`src/rtl/fps_pkg.sv`:
```
// Package for the process scheduler: sizes, state codes, request codes.
// No dependencies.
package fps_pkg;
	localparam int MAX_ENTRIES_D = 16;
	localparam int BURST_BITS_D  = 4;
	localparam int SLEEP_BITS_D  = 3;
	localparam int TIME_BITS_D   = 16;
	localparam int CNT_W         = 5;
	localparam logic [CNT_W-1:0] PROC_COUNT_RST = 5'd10;
	localparam logic [CNT_W-1:0] COUNT_MAX = 5'd31;

	localparam logic [1:0] ST_DONE  = 2'd0;
	localparam logic [1:0] ST_READY = 2'd1;
	localparam logic [1:0] ST_RUN   = 2'd2;
	localparam logic [1:0] ST_SLEEP = 2'd3;

	localparam logic [1:0] REQ_LOAD   = 2'd0;
	localparam logic [1:0] REQ_START  = 2'd1;
	localparam logic [1:0] REQ_TICK   = 2'd2;
	localparam logic [1:0] REQ_REPORT = 2'd3;
endpackage

```
`src/rtl/fps_table.sv`:
```
// Process table: per-entry registers with one shared update unit applied to
// the entry the sequencer selects. Depends on fps_pkg.
module fps_table #(
	parameter int MAX_ENTRIES = fps_pkg::MAX_ENTRIES_D,
	parameter int BURST_BITS  = fps_pkg::BURST_BITS_D,
	parameter int SLEEP_BITS  = fps_pkg::SLEEP_BITS_D,
	parameter int TIME_BITS   = fps_pkg::TIME_BITS_D,
	localparam int IW = $clog2(MAX_ENTRIES)
) (
	input  logic                  clk,
	input  logic                  arst_n,
	input  logic [IW-1:0]         sel,
	// operation strobes
	input  logic                  do_load,
	input  logic                  do_age,     // wait++ / sleep countdown
	input  logic                  do_run,     // burst step of running entry
	input  logic                  do_set_run,
	input  logic                  fin,
	input  logic [BURST_BITS-1:0] burst_in,
	input  logic [SLEEP_BITS-1:0] sleep_in,
	input  logic [BURST_BITS-1:0] nburst_in,
	input  logic [TIME_BITS-1:0]  now,
	output logic [1:0]            st_o,
	output logic [TIME_BITS-1:0]  rstamp_o,
	output logic [TIME_BITS-1:0]  wait_o,
	output logic [TIME_BITS-1:0]  ta_o,
	output logic                  burst_end_o
);
	logic [1:0]            st_q     [MAX_ENTRIES];
	logic [BURST_BITS-1:0] burst_q  [MAX_ENTRIES];
	logic [SLEEP_BITS-1:0] sleep_q  [MAX_ENTRIES];
	logic [TIME_BITS-1:0]  wait_q   [MAX_ENTRIES];
	logic [TIME_BITS-1:0]  rstamp_q [MAX_ENTRIES];
	logic [TIME_BITS-1:0]  arr_q    [MAX_ENTRIES];
	logic [TIME_BITS-1:0]  fin_q    [MAX_ENTRIES];
	logic                  hf_q     [MAX_ENTRIES];

	assign st_o        = st_q[sel];
	assign rstamp_o    = rstamp_q[sel];
	assign wait_o      = wait_q[sel];
	assign burst_end_o = burst_q[sel] <= BURST_BITS'(1);
	assign ta_o = (st_q[sel] == fps_pkg::ST_DONE && hf_q[sel] && fin_q[sel] >= arr_q[sel])
		? fin_q[sel] - arr_q[sel] : '0;

	always_ff @(posedge clk or negedge arst_n) begin
		if (!arst_n) begin
			for (int i = 0; i < MAX_ENTRIES; i++) begin
				st_q[i] <= fps_pkg::ST_DONE; burst_q[i] <= '0; sleep_q[i] <= '0;
				wait_q[i] <= '0; rstamp_q[i] <= '0; arr_q[i] <= '0;
				fin_q[i] <= '0; hf_q[i] <= 1'b0;
			end
		end else if (do_load) begin
			burst_q[sel] <= burst_in; sleep_q[sel] <= '0; st_q[sel] <= fps_pkg::ST_READY;
			wait_q[sel] <= '0; arr_q[sel] <= now; rstamp_q[sel] <= now;
			fin_q[sel] <= '0; hf_q[sel] <= 1'b0;
		end else if (do_age) begin
			if (st_q[sel] == fps_pkg::ST_READY && wait_q[sel] != '1)
				wait_q[sel] <= wait_q[sel] + TIME_BITS'(1);
			else if (st_q[sel] == fps_pkg::ST_SLEEP) begin
				if (sleep_q[sel] <= SLEEP_BITS'(1)) begin
					sleep_q[sel] <= '0; st_q[sel] <= fps_pkg::ST_READY;
					rstamp_q[sel] <= now;
				end else
					sleep_q[sel] <= sleep_q[sel] - SLEEP_BITS'(1);
			end
		end else if (do_run) begin
			if (burst_q[sel] <= BURST_BITS'(1)) begin
				if (fin) begin
					burst_q[sel] <= '0; st_q[sel] <= fps_pkg::ST_DONE;
					fin_q[sel] <= now; hf_q[sel] <= 1'b1;
				end else begin
					sleep_q[sel] <= sleep_in; burst_q[sel] <= nburst_in;
					st_q[sel] <= fps_pkg::ST_SLEEP;
				end
			end else
				burst_q[sel] <= burst_q[sel] - BURST_BITS'(1);
		end else if (do_set_run) begin
			st_q[sel] <= fps_pkg::ST_RUN;
		end
	end
endmodule

```
`src/rtl/fifo_process_scheduler.sv`:
```
// Non-preemptive first-come process scheduler, iterative over the table.
// Per item (N entries in use): a load is written in the idle state after its beat; a start
// dispatches via SCAN and SETR when nothing runs; a tick goes AGE, RUN, then SCAN and SETR
// if a burst ended or nothing ran, then N result beats; a report gives N beats. One item at
// a time; the single table port sets the rate. Reset (arst_n low, asynchronous): table
// empty, nothing running, time zero, proc_count 10. Depends on fps_pkg and fps_table.
module fifo_process_scheduler #(
	parameter int MAX_ENTRIES = fps_pkg::MAX_ENTRIES_D,
	parameter int BURST_BITS  = fps_pkg::BURST_BITS_D,
	parameter int SLEEP_BITS  = fps_pkg::SLEEP_BITS_D,
	parameter int TIME_BITS   = fps_pkg::TIME_BITS_D
) (
	input  logic        clk,
	input  logic        arst_n,
	input  logic        psel,
	input  logic        penable,
	input  logic        pwrite,
	input  logic [1:0]  paddr,
	input  logic [31:0] pwdata,
	output logic [31:0] prdata,
	output logic        pready,
	input  logic        in_valid,
	output logic        in_stall,
	input  logic [1:0]  req_type,
	input  logic [3:0]  proc_index,
	input  logic [3:0]  burst_value,
	input  logic        finish_now,
	input  logic [2:0]  io_time,
	input  logic [3:0]  next_burst,
	output logic        out_valid,
	input  logic        out_stall,
	output logic [3:0]  entry_index,
	output logic [1:0]  entry_state,
	output logic [15:0] entry_wait,
	output logic [15:0] entry_turnaround,
	output logic [15:0] time_now,
	output logic [4:0]  done_count,
	output logic        all_done,
	output logic        last_result
);
	localparam int IW = $clog2(MAX_ENTRIES);
	localparam int RW = $clog2(MAX_ENTRIES + 1);

	localparam logic [2:0] S_IDLE = 3'd0, S_AGE = 3'd1, S_RUN = 3'd2,
		S_SCAN = 3'd3, S_SETR = 3'd4, S_OUT = 3'd5;

	// APB: only proc_count; pready always high
	logic [4:0] pcount_q;
	assign pready = 1'b1;
	assign prdata = (paddr == 2'd0) ? {27'd0, pcount_q} : 32'd0;
	always_ff @(posedge clk or negedge arst_n) begin
		if (!arst_n) pcount_q <= fps_pkg::PROC_COUNT_RST;
		else if (psel && penable && pwrite && paddr == 2'd0) pcount_q <= pwdata[4:0];
	end
	// entries in use, capped at table depth
	logic [RW-1:0] n_use;
	assign n_use = (32'(pcount_q) < MAX_ENTRIES) ? RW'(pcount_q) : RW'(MAX_ENTRIES);

	logic [2:0]  state_q;
	logic [RW-1:0] idx_q;
	logic [RW-1:0] run_q, best_q, ran_q;
	logic [TIME_BITS-1:0] tick_q, bstamp_q;
	logic [4:0]  fcnt_q;
	logic        rep_q, fin_q;
	logic [BURST_BITS-1:0] nb_q;
	logic [SLEEP_BITS-1:0] sl_q;
	logic [BURST_BITS-1:0] ld_q;
	logic [IW-1:0] ldi_q;
	// remember whether the item is a tick, so dispatch after a tick reports
	logic req_is_tick_q;

	logic [IW-1:0] sel;
	logic [1:0] t_st;
	logic [TIME_BITS-1:0] t_rs, t_wt, t_ta;
	logic t_bend;
	logic do_age, do_run, do_setr;
	logic acc;

	assign acc = in_valid && !in_stall;
	assign in_stall = (state_q != S_IDLE);

	always_comb begin
		sel = idx_q[IW-1:0];
		if (state_q == S_RUN) sel = run_q[IW-1:0];
		else if (state_q == S_SETR) sel = best_q[IW-1:0];
		else if (state_q == S_IDLE) sel = ldi_q;
	end
	// a load is written into the table in the idle cycle after its beat
	logic ld_pend_q;
	assign do_age  = (state_q == S_AGE);
	assign do_run  = (state_q == S_RUN) && run_q < RW'(MAX_ENTRIES) && t_st == fps_pkg::ST_RUN;
	assign do_setr = (state_q == S_SETR) && best_q < RW'(MAX_ENTRIES);

	fps_table #(.MAX_ENTRIES(MAX_ENTRIES), .BURST_BITS(BURST_BITS),
		.SLEEP_BITS(SLEEP_BITS), .TIME_BITS(TIME_BITS)) u_tab (
		.clk(clk), .arst_n(arst_n), .sel(sel),
		.do_load(ld_pend_q && state_q == S_IDLE), .do_age(do_age), .do_run(do_run),
		.do_set_run(do_setr), .fin(fin_q), .burst_in(ld_q), .sleep_in(sl_q),
		.nburst_in(nb_q), .now(tick_q), .st_o(t_st), .rstamp_o(t_rs),
		.wait_o(t_wt), .ta_o(t_ta), .burst_end_o(t_bend));

	always_ff @(posedge clk or negedge arst_n) begin
		if (!arst_n) begin
			state_q <= S_IDLE; idx_q <= '0; run_q <= RW'(MAX_ENTRIES);
			best_q <= RW'(MAX_ENTRIES); ran_q <= RW'(MAX_ENTRIES); tick_q <= '0;
			fcnt_q <= '0; rep_q <= 1'b0; fin_q <= 1'b0; ld_pend_q <= 1'b0;
			nb_q <= '0; sl_q <= '0; ld_q <= '0; ldi_q <= '0; bstamp_q <= '0;
		end else begin
			case (state_q)
				S_IDLE: begin
					ld_pend_q <= 1'b0;
					if (acc) begin
						fin_q <= finish_now;
						sl_q <= SLEEP_BITS'(io_time);
						nb_q <= BURST_BITS'(next_burst);
						idx_q <= '0; best_q <= RW'(MAX_ENTRIES);
						case (req_type)
							fps_pkg::REQ_LOAD: begin
								if (RW'(proc_index) < n_use) begin
									ld_pend_q <= 1'b1; ldi_q <= IW'(proc_index);
									ld_q <= BURST_BITS'(burst_value);
									if (run_q == RW'(proc_index)) run_q <= RW'(MAX_ENTRIES);
								end
							end
							fps_pkg::REQ_START:
								if (run_q >= RW'(MAX_ENTRIES)) state_q <= S_SCAN;
							fps_pkg::REQ_TICK: begin
								if (tick_q != '1) tick_q <= tick_q + TIME_BITS'(1);
								ran_q <= RW'(MAX_ENTRIES);
								state_q <= (n_use == '0) ? S_RUN : S_AGE;
							end
							default: begin
								rep_q <= 1'b1;
								if (n_use != '0) state_q <= S_OUT;
							end
						endcase
					end
				end
				S_AGE: begin
					// advance one entry per cycle
					if (idx_q + RW'(1) >= n_use) state_q <= S_RUN;
					idx_q <= idx_q + RW'(1);
				end
				S_RUN: begin
					idx_q <= '0;
					rep_q <= 1'b0;
					if (run_q < RW'(MAX_ENTRIES) && t_st == fps_pkg::ST_RUN) begin
						ran_q <= run_q;
						if (t_bend) begin
							if (fin_q && fcnt_q != fps_pkg::COUNT_MAX)
								fcnt_q <= fcnt_q + 5'd1;
							state_q <= S_SCAN;
						end else state_q <= (n_use == '0) ? S_IDLE : S_OUT;
					end else state_q <= S_SCAN;
				end
				S_SCAN: begin
					// earliest-ready search, one entry per cycle
					if (idx_q >= n_use) begin
						state_q <= S_SETR;
					end else begin
						if (t_st == fps_pkg::ST_READY &&
							(best_q == RW'(MAX_ENTRIES) || t_rs < bstamp_q)) begin
							best_q <= idx_q; bstamp_q <= t_rs;
						end
						idx_q <= idx_q + RW'(1);
					end
				end
				S_SETR: begin
					run_q <= best_q; idx_q <= '0;
					state_q <= (req_is_tick_q && n_use != '0) ? S_OUT : S_IDLE;
				end
				S_OUT: begin
					if (!out_stall) begin
						if (idx_q + RW'(1) >= n_use) state_q <= S_IDLE;
						idx_q <= idx_q + RW'(1);
					end
				end
				default: state_q <= S_IDLE;
			endcase
		end
	end

	always_ff @(posedge clk or negedge arst_n) begin
		if (!arst_n) req_is_tick_q <= 1'b0;
		else if (acc) req_is_tick_q <= (req_type == fps_pkg::REQ_TICK);
	end

	// result beat straight off the selected entry
	assign out_valid = (state_q == S_OUT);
	assign entry_index = 4'(idx_q);
	assign entry_state = (!rep_q && idx_q == ran_q) ? fps_pkg::ST_RUN : t_st;
	assign entry_wait = rep_q ? 16'(t_wt) : 16'd0;
	assign entry_turnaround = rep_q ? 16'(t_ta) : 16'd0;
	assign time_now = 16'(tick_q);
	assign done_count = fcnt_q;
	assign all_done = 32'(fcnt_q) >= 32'(n_use);
	assign last_result = (idx_q + RW'(1) == n_use);
endmodule

```
`config.mk`:
```
export PLATFORM = sky130hd
export DESIGN_NAME = fifo_process_scheduler
export DESIGN_NICKNAME = d
export VERILOG_FILES = /design/src/rtl/fps_pkg.sv /design/src/rtl/fps_table.sv /design/src/rtl/fifo_process_scheduler.sv
export SDC_FILE = /design/constraint.sdc
export NUM_CORES = 2
export LEC_CHECK = 0
export ABC_CLOCK_PERIOD_IN_PS = 7200
export BUFFER_PORTS_ARGS = -buffer_cell sky130_fd_sc_hd__buf_2
export CORE_UTILIZATION = 57
export DETAILED_ROUTE_END_ITERATION = 8
export HOLD_SLACK_MARGIN = 0.12
export PLACE_DENSITY = 0.78
export SLEW_MARGIN = 20
export SYNTH_ARGS = -nofsm -noshare
export SYNTH_HDL_FRONTEND = slang
export SYNTH_SLANG_ARGS = --single-unit
export TNS_END_PERCENT = 5
```
`constraint.sdc`:
```
create_clock -name clk -period 7.2 [get_ports clk]
set_input_delay 0.36 -clock clk [delete_from_list [all_inputs] [get_ports clk]]
set_output_delay 0.36 -clock clk [all_outputs]
set_load 0.01 [all_outputs]
```
# Word level (Yosys, flattened, before mapping)
# Index checks and enable logic that the tools add are counted.
# classes
n_addsub	7
order_cmp	14
eq_ne	40
muxes	129
n_bitwise	21
n_reduce_logical	60
# ops
operator	n
$mux 256	13
$bwmux 256	4
$and 256x256->256	2
$mux 48	8
$mux 64	5
$mux 32	9
$mux 16	17
$bmux 16 s4	4
$not 256->256	1
$bwmux 64	3
$bwmux 48	2
$mux 5	15
$and 64x64->64	1
$demux 16 s4	1
$not 64->64	1
$and 16x16->16	3
$and 48x48->48	1
$not 16->16	3
$not 48->48	1
$or 16x16->16	3
$mux 3	14
$add 16x1->16 const B	2
$and 32x32->32	1
$ne 16x16->1 const B	2
66 further kinds	155
# word_totals
register_bits	1268
in_bits	59
output_inout_bits	96
word_cells	416

# Logic depth before layout (Yosys ltp)
# logic_depth
word_depth	16
ltp_mapped	33
depth_no_buf	21

# By module
# From an unflattened synthesis, not the netlist that was laid out.
# unflattened
hier_cells	5000
area_unflattened_um2	63783.7
# by_module_without_submodules
mod	n_inst	cells_each	area_per_inst_um2	seq_area_each_um2
fps_table	1	4459	58367.2	29628.4
fifo_process_scheduler	1	541	5416.4	2108.3

# Least setup slack after synthesis
# OpenSTA, ideal clock, no wires.
# synth_timing
kind	register -> output
startpoint	reg state_q[2]
endpoint	out entry_turnaround[14]
arrival_ps	6453
required_time_ps	6840
setup_slack_ps	387
stages_incl_launch_ff	32
n_path_buf	12
cell_sequence	dfrtp_1 buf_4 and2_1 o21a_1 nor2_2 buf_4 buf_6 buf_4 buf_4 buf_4 buf_2 buf_1 clkbuf_1 clkbuf_1 clkbuf_1 nand3_1 a21oi_1 nor4_1 ha_1 fa_1 nor2b_1 o21ai_0 a21oi_1 o21ai_0 a21oi_1 and4_1 nor3_1 o31ai_1 a311oi_1 nor4_1 clkbuf_1 nor2b_1
# synth_between
elab_chain_cells	13
elab_cells_between_ends	26
cone_classes	1 x add/sub; 1 x order compare; 2 x eq/ne; 17 x mux; 1 x bitwise; 4 x reduce/logical
# synth_lines
element	line_no	text
start, declared	fifo_process_scheduler.sv:59	logic [2:0] state_q;
start signal, assigned	fifo_process_scheduler.sv:130	state_q <= (n_use == '0) ? S_RUN : S_AGE;
start signal, assigned	fifo_process_scheduler.sv:153	end else state_q <= (n_use == '0) ? S_IDLE : S_OUT;
start signal, assigned	fifo_process_scheduler.sv:170	state_q <= (req_is_tick_q && n_use != '0) ? S_OUT : S_IDLE;
$logic_not 3->1	fifo_process_scheduler.sv:86	else if (state_q == S_IDLE) sel = ldi_q;
$mux 4	fifo_process_scheduler.sv:86	
$mux 4	fifo_process_scheduler.sv:85	else if (state_q == S_SETR) sel = best_q[IW-1:0];
$mux 4 *	fifo_process_scheduler.sv:84	if (state_q == S_RUN) sel = run_q[IW-1:0];
$not 4->5 (not written as such) *	fps_table.sv:42, fps_table.sv:43	
parallel branches: the longest is 6 deep, another holds $ge 16x16->1	n/a	
$mux 16 *	fps_table.sv:43	? fin_q[sel] - arr_q[sel] : '0;
$mux 16 *	fifo_process_scheduler.sv:193	assign entry_turnaround = rep_q ? 16'(t_ta) : 16'd0;
end, declared	fifo_process_scheduler.sv:35	output logic [15:0] entry_turnaround,
# Every way passes the cells marked *. The select of a mux whose other input is x is not followed.

# Final worst setup path
# layout_timing
startpoint	reg state_q[0]
endpoint	out entry_turnaround[11]
# Same word-level chain as after synthesis.

==> impl_results.md <==
- Worst hold slack: 0.149 ns
- Clk buf depth: 3
- Clock power share: between 20% and 30%
- Synth unique cells: 87
- Net Sw Frac: approximately 44%
- DRT Wirelength: approximately 190 mm
- GP Congestion: 0.922
- Synth async-reset ratio: 100%
- WS Path Type: reg -> out
- IO Count: around 160
- First-pass GRT wire length: 287 mm
- Relative slew slack: a little under a fifth
- Pre-CTS setup slack: between 0.7 and 0.8 ns
- Num CTS Buffers: roughly 140
- PnR worst setup slack: between 0.2 and 0.25 ns
- Comb pwr share: 46.0%
- Via density: approximately 6.6
- CTS H-Tree Depth: 4
- Mean area per synthesized cell: approximately 9.8 um^2
- CP Max Fanout: 16
- Area growth from synthesis to layout: 10.8%
- Post-synth EDFFs: 0
- Post-route DRC: 0
- Register share of total power: 29.5%
- Vias: approximately 51000
- Synthesized cell area: between 60000 and 70000 um^2
- Final Max Tran Viols: 0
- Mean routed wirelength per cell: 24.2 um
- Fillers: roughly 8300
- Layout cell share with drive strength beyond 1: 17.7%
- Largest net degree at the start of global routing: approximately 190
- Fmax: between 100 and 150 MHz
- Status: complete, no violations
- Worst setup EP type: primary output
- Layout net count: 6350
- Antenna-violating nets left: 0
- Worst-Margin Slew: between 1 and 1.5 ns
- Vias in the first global route: between 40000 and 50000
- Main combinational cell family by area after synthesis: simple AND/OR/NAND/NOR gates
- Root buf cell: clkbuf_16
- Initial drt markers: between 6000 and 7000
- LEAKAGE: approximately 0.031 uW
- Row cnt: 120
- Switching power: around 13000 uW
- Post-synthesis mux area share: between 10% and 20%
- Main synth FF type: dfrtp_1
- Setup violators final: 0
- Max-Cap Viols: 0
- CTS tree: done
- DIE AREA: about 110000 um^2
- Setup crit start kind: register
- Total gr overflow: 0
- Antenna violations before repair: 1
- Crit path required time: around 7 ns
- Clock-pin slew on the worst setup and hold paths: 0.07 ns
- Ys Warns: 0
- Final period utilization: between 90% and 100%
- P per Cell Area: approximately 420 nW/um^2
- Compound-Gate Fraction of Synth Area: 14.1%
- Cell internal pwr: between 15000 and 20000 uW
- Post-synthesis adder-cell area fraction: 1.30%
- VDD IR max: 0.401 mV
- DRT Pass-1 Iters: 8
- Setup Skew: 0.0396 ns
- Post-DP HPWL: between 100 and 150 mm
- Final TNS setup: 0 ns
- RSZ-0062 raised after global routing: false
- Skew-Pair Late Insertion Delay: between 0.7 and 0.8 ns
- Post-Syn Instances: 6282
- Die Span X: roughly 330 um
- Yosys reg bits: between 1000 and 1500
- Core area: 107000 um^2
- Util after Layout: approximately 64%
- Overall Power: about 29000 uW
- Simple-gate share of the synthesized area: 16.5%
- Final Critical Period: 6.99 ns
- Worst path arrival time: about 6.6 ns
- Post-synthesis xor/xnor area fraction: less than 1%
- R2r worst-path depth: 15
- Port bufs: just under 100
- GRT Total Usage: approximately a third
- CTS sink count: between 1000 and 1500
- Seq/Total Area, Yosys: between 50% and 60%
- Die Span Y: 330 um
- Final hold violation count: 0
- Initial Util: 57.4%
- HP Class: in -> async
[cell usage after synthesis, types with 12 or more instances]
cell type | count | area (um^2)
nand2_1 | 1535 | 5760
dfrtp_1 | 1263 | 31600
mux2_2 | 512 | 5770
o21ai_0 | 443 | 2220
clkbuf_1 | 355 | 1330
nand3_1 | 355 | 1780
a21oi_1 | 252 | 1260
a22o_1 | 213 | 1870
nor2_1 | 164 | 616
mux2i_1 | 111 | 1110
and3_1 | 98 | 613
buf_2 | 88 | 440
a211oi_1 | 78 | 586
buf_4 | 66 | 495
a32oi_1 | 62 | 543
ha_1 | 62 | 776
inv_1 | 54 | 203
nor3_1 | 37 | 185
xnor2_1 | 37 | 324
a31oi_1 | 35 | 219
and2_1 | 35 | 219
nor4_1 | 31 | 194
buf_1 | 29 | 109
a32o_1 | 18 | 180
o2bb2ai_1 | 18 | 158
nand4_1 | 17 | 106
o21ai_1 | 17 | 85.1
a21o_1 | 14 | 105
o221ai_1 | 14 | 123
xor2_1 | 14 | 123
a311oi_1 | 13 | 114
and4_1 | 13 | 114
nor2b_1 | 13 | 81.3
o211ai_1 | 12 | 90.1
o32ai_1 | 12 | 105
or3_1 | 12 | 75.1
[critical path: stages (launching register included)]
cell	delay [ns]
dfrtp_2	0.51
buf_4	0.24
o31ai_4	0.63
nor2_4	0.28
nand3_1	0.14
a21oi_1	0.07
or4_1	0.60
ha_1	0.31
fa_1	0.45
nor2b_1	0.21
o21ai_0	0.17
a21oi_1	0.21
o21ai_0	0.11
a21oi_1	0.21
and4_1	0.24
nor3_1	0.08
o31ai_2	0.33
a311oi_1	0.16
nor4_2	0.21
buf_4	0.23
nor3b_1	0.26
buf_2	0.18
[state kept, by name, summed over array words and instances (netlist names), 16 cells and up, named ones only]
name / cells
u_tab.rstamp_q: 256
bstamp_q: 16
u_tab.fin_q: 256
u_tab.wait_q: 256
u_tab.burst_q: 64
time_now: 16
u_tab.sleep_q: 48
u_tab.arr_q: 256
[metal layers]
layer / global-route usage, % / vias up / routed length (um)
li1: - / 21900 / -
met1: 45.4 / 25200 / 72100
met2: 52.4 / 2999 / 85600
met3: 6.32 / 656 / 18200
met4: 19.1 / 0 / 11200
met5: 0 / - / 0
[path summary, 6_finish.rpt]
kind                                            endpoint  slack, ns                          start
max                                 entry_turnaround[11]       0.21         state_q[0]$_DFFE_PN0P_
min                            done_count[2]$_DFFE_PN0P_       0.15                         arst_n
max reg2reg                  u_tab.wait_q[1]$_DFFE_PN0P_       1.08         state_q[1]$_DFFE_PN0P_
min reg2reg                u_tab.burst_q[44]$_DFFE_PN0P_       0.47  u_tab.burst_q[44]$_DFFE_PN0P_
max in group asynchronous   u_tab.fin_q[249]$_DFFE_PN0P_       5.37                         arst_n
min in group clk                    ran_q[4]$_DFFE_PN1P_       0.23                    req_type[0]
[kinds of logic (layout without fill, tap and decap cells)]
group	Yosys count	in the layout
compound gates	1310	1310
other cells	2	31
fa+ha+maj	63	63
mux	626	626
xor+xnor	52	52
flops	1268	1268
buf+inv	600	625
simple gates	2361	2362
[layout by cell type, fill, tap and decap left out, types with 62 or more instances in the layout]
| cell | n |
|---|---|
| a211oi_1 | 78 |
| a21oi_1 | 252 |
| a22o_1 | 213 |
| a32oi_1 | 62 |
| and3_1 | 98 |
| buf_2 | 98 |
| buf_4 | 179 |
| clkbuf_16 | 138 |
| dfrtp_1 | 1260 |
| ha_1 | 62 |
| mux2_2 | 512 |
| mux2i_1 | 111 |
| nand2_1 | 1532 |
| nand3_1 | 354 |
| nor2_1 | 143 |
| o21ai_0 | 443 |
[power groups by stage]
stage / combinational, uW / sequential [uW] / clock [uW]
after floorplan: 8260 / 8340 / 0
after global placement: 12500 / 8510 / 0
after detailed placement: 12600 / 8530 / 0
after CTS: 12700 / 8430 / 7100
after global routing: 13800 / 8530 / 7370
final: 13200 / 8460 / 7060
[what timing repair did]
item                                    4_1_cts  5_1_grt
hold buffers                                 30        0
gates resized for setup                       4        5
pin swaps                                     0        2
cloned                                        0        1
buffers inserted                              2        7
endpoints found under the hold margin       139        0
endpoints found under the setup margin        3       16
[metrics by stage]
step	instances	area, um^2
2_1_floorplan	6308	61500
3_3_place_gp	7454	63100
3_5_place_dp	7454	63100
4_1_cts	7729	67900
5_1_grt	7737	68000
6_report	7740	68000
[final cells by class]
class / count / area (um^2) / share of cell area [%]
diodes: 3 / 7.51 / 0.0110
clock buffers: 196 / 3920 / 5.77
clock inverters: 47 / 566 / 0.832
inverters: 55 / 206 / 0.304
multi-input cells: 4441 / 27300 / 40.1
flip-flops and latches: 1268 / 31700 / 46.7
well taps: 1403 / 1760 / 2.58
repair buffers: 327 / 2530 / 3.71
(Power assumes the default switching activity.)
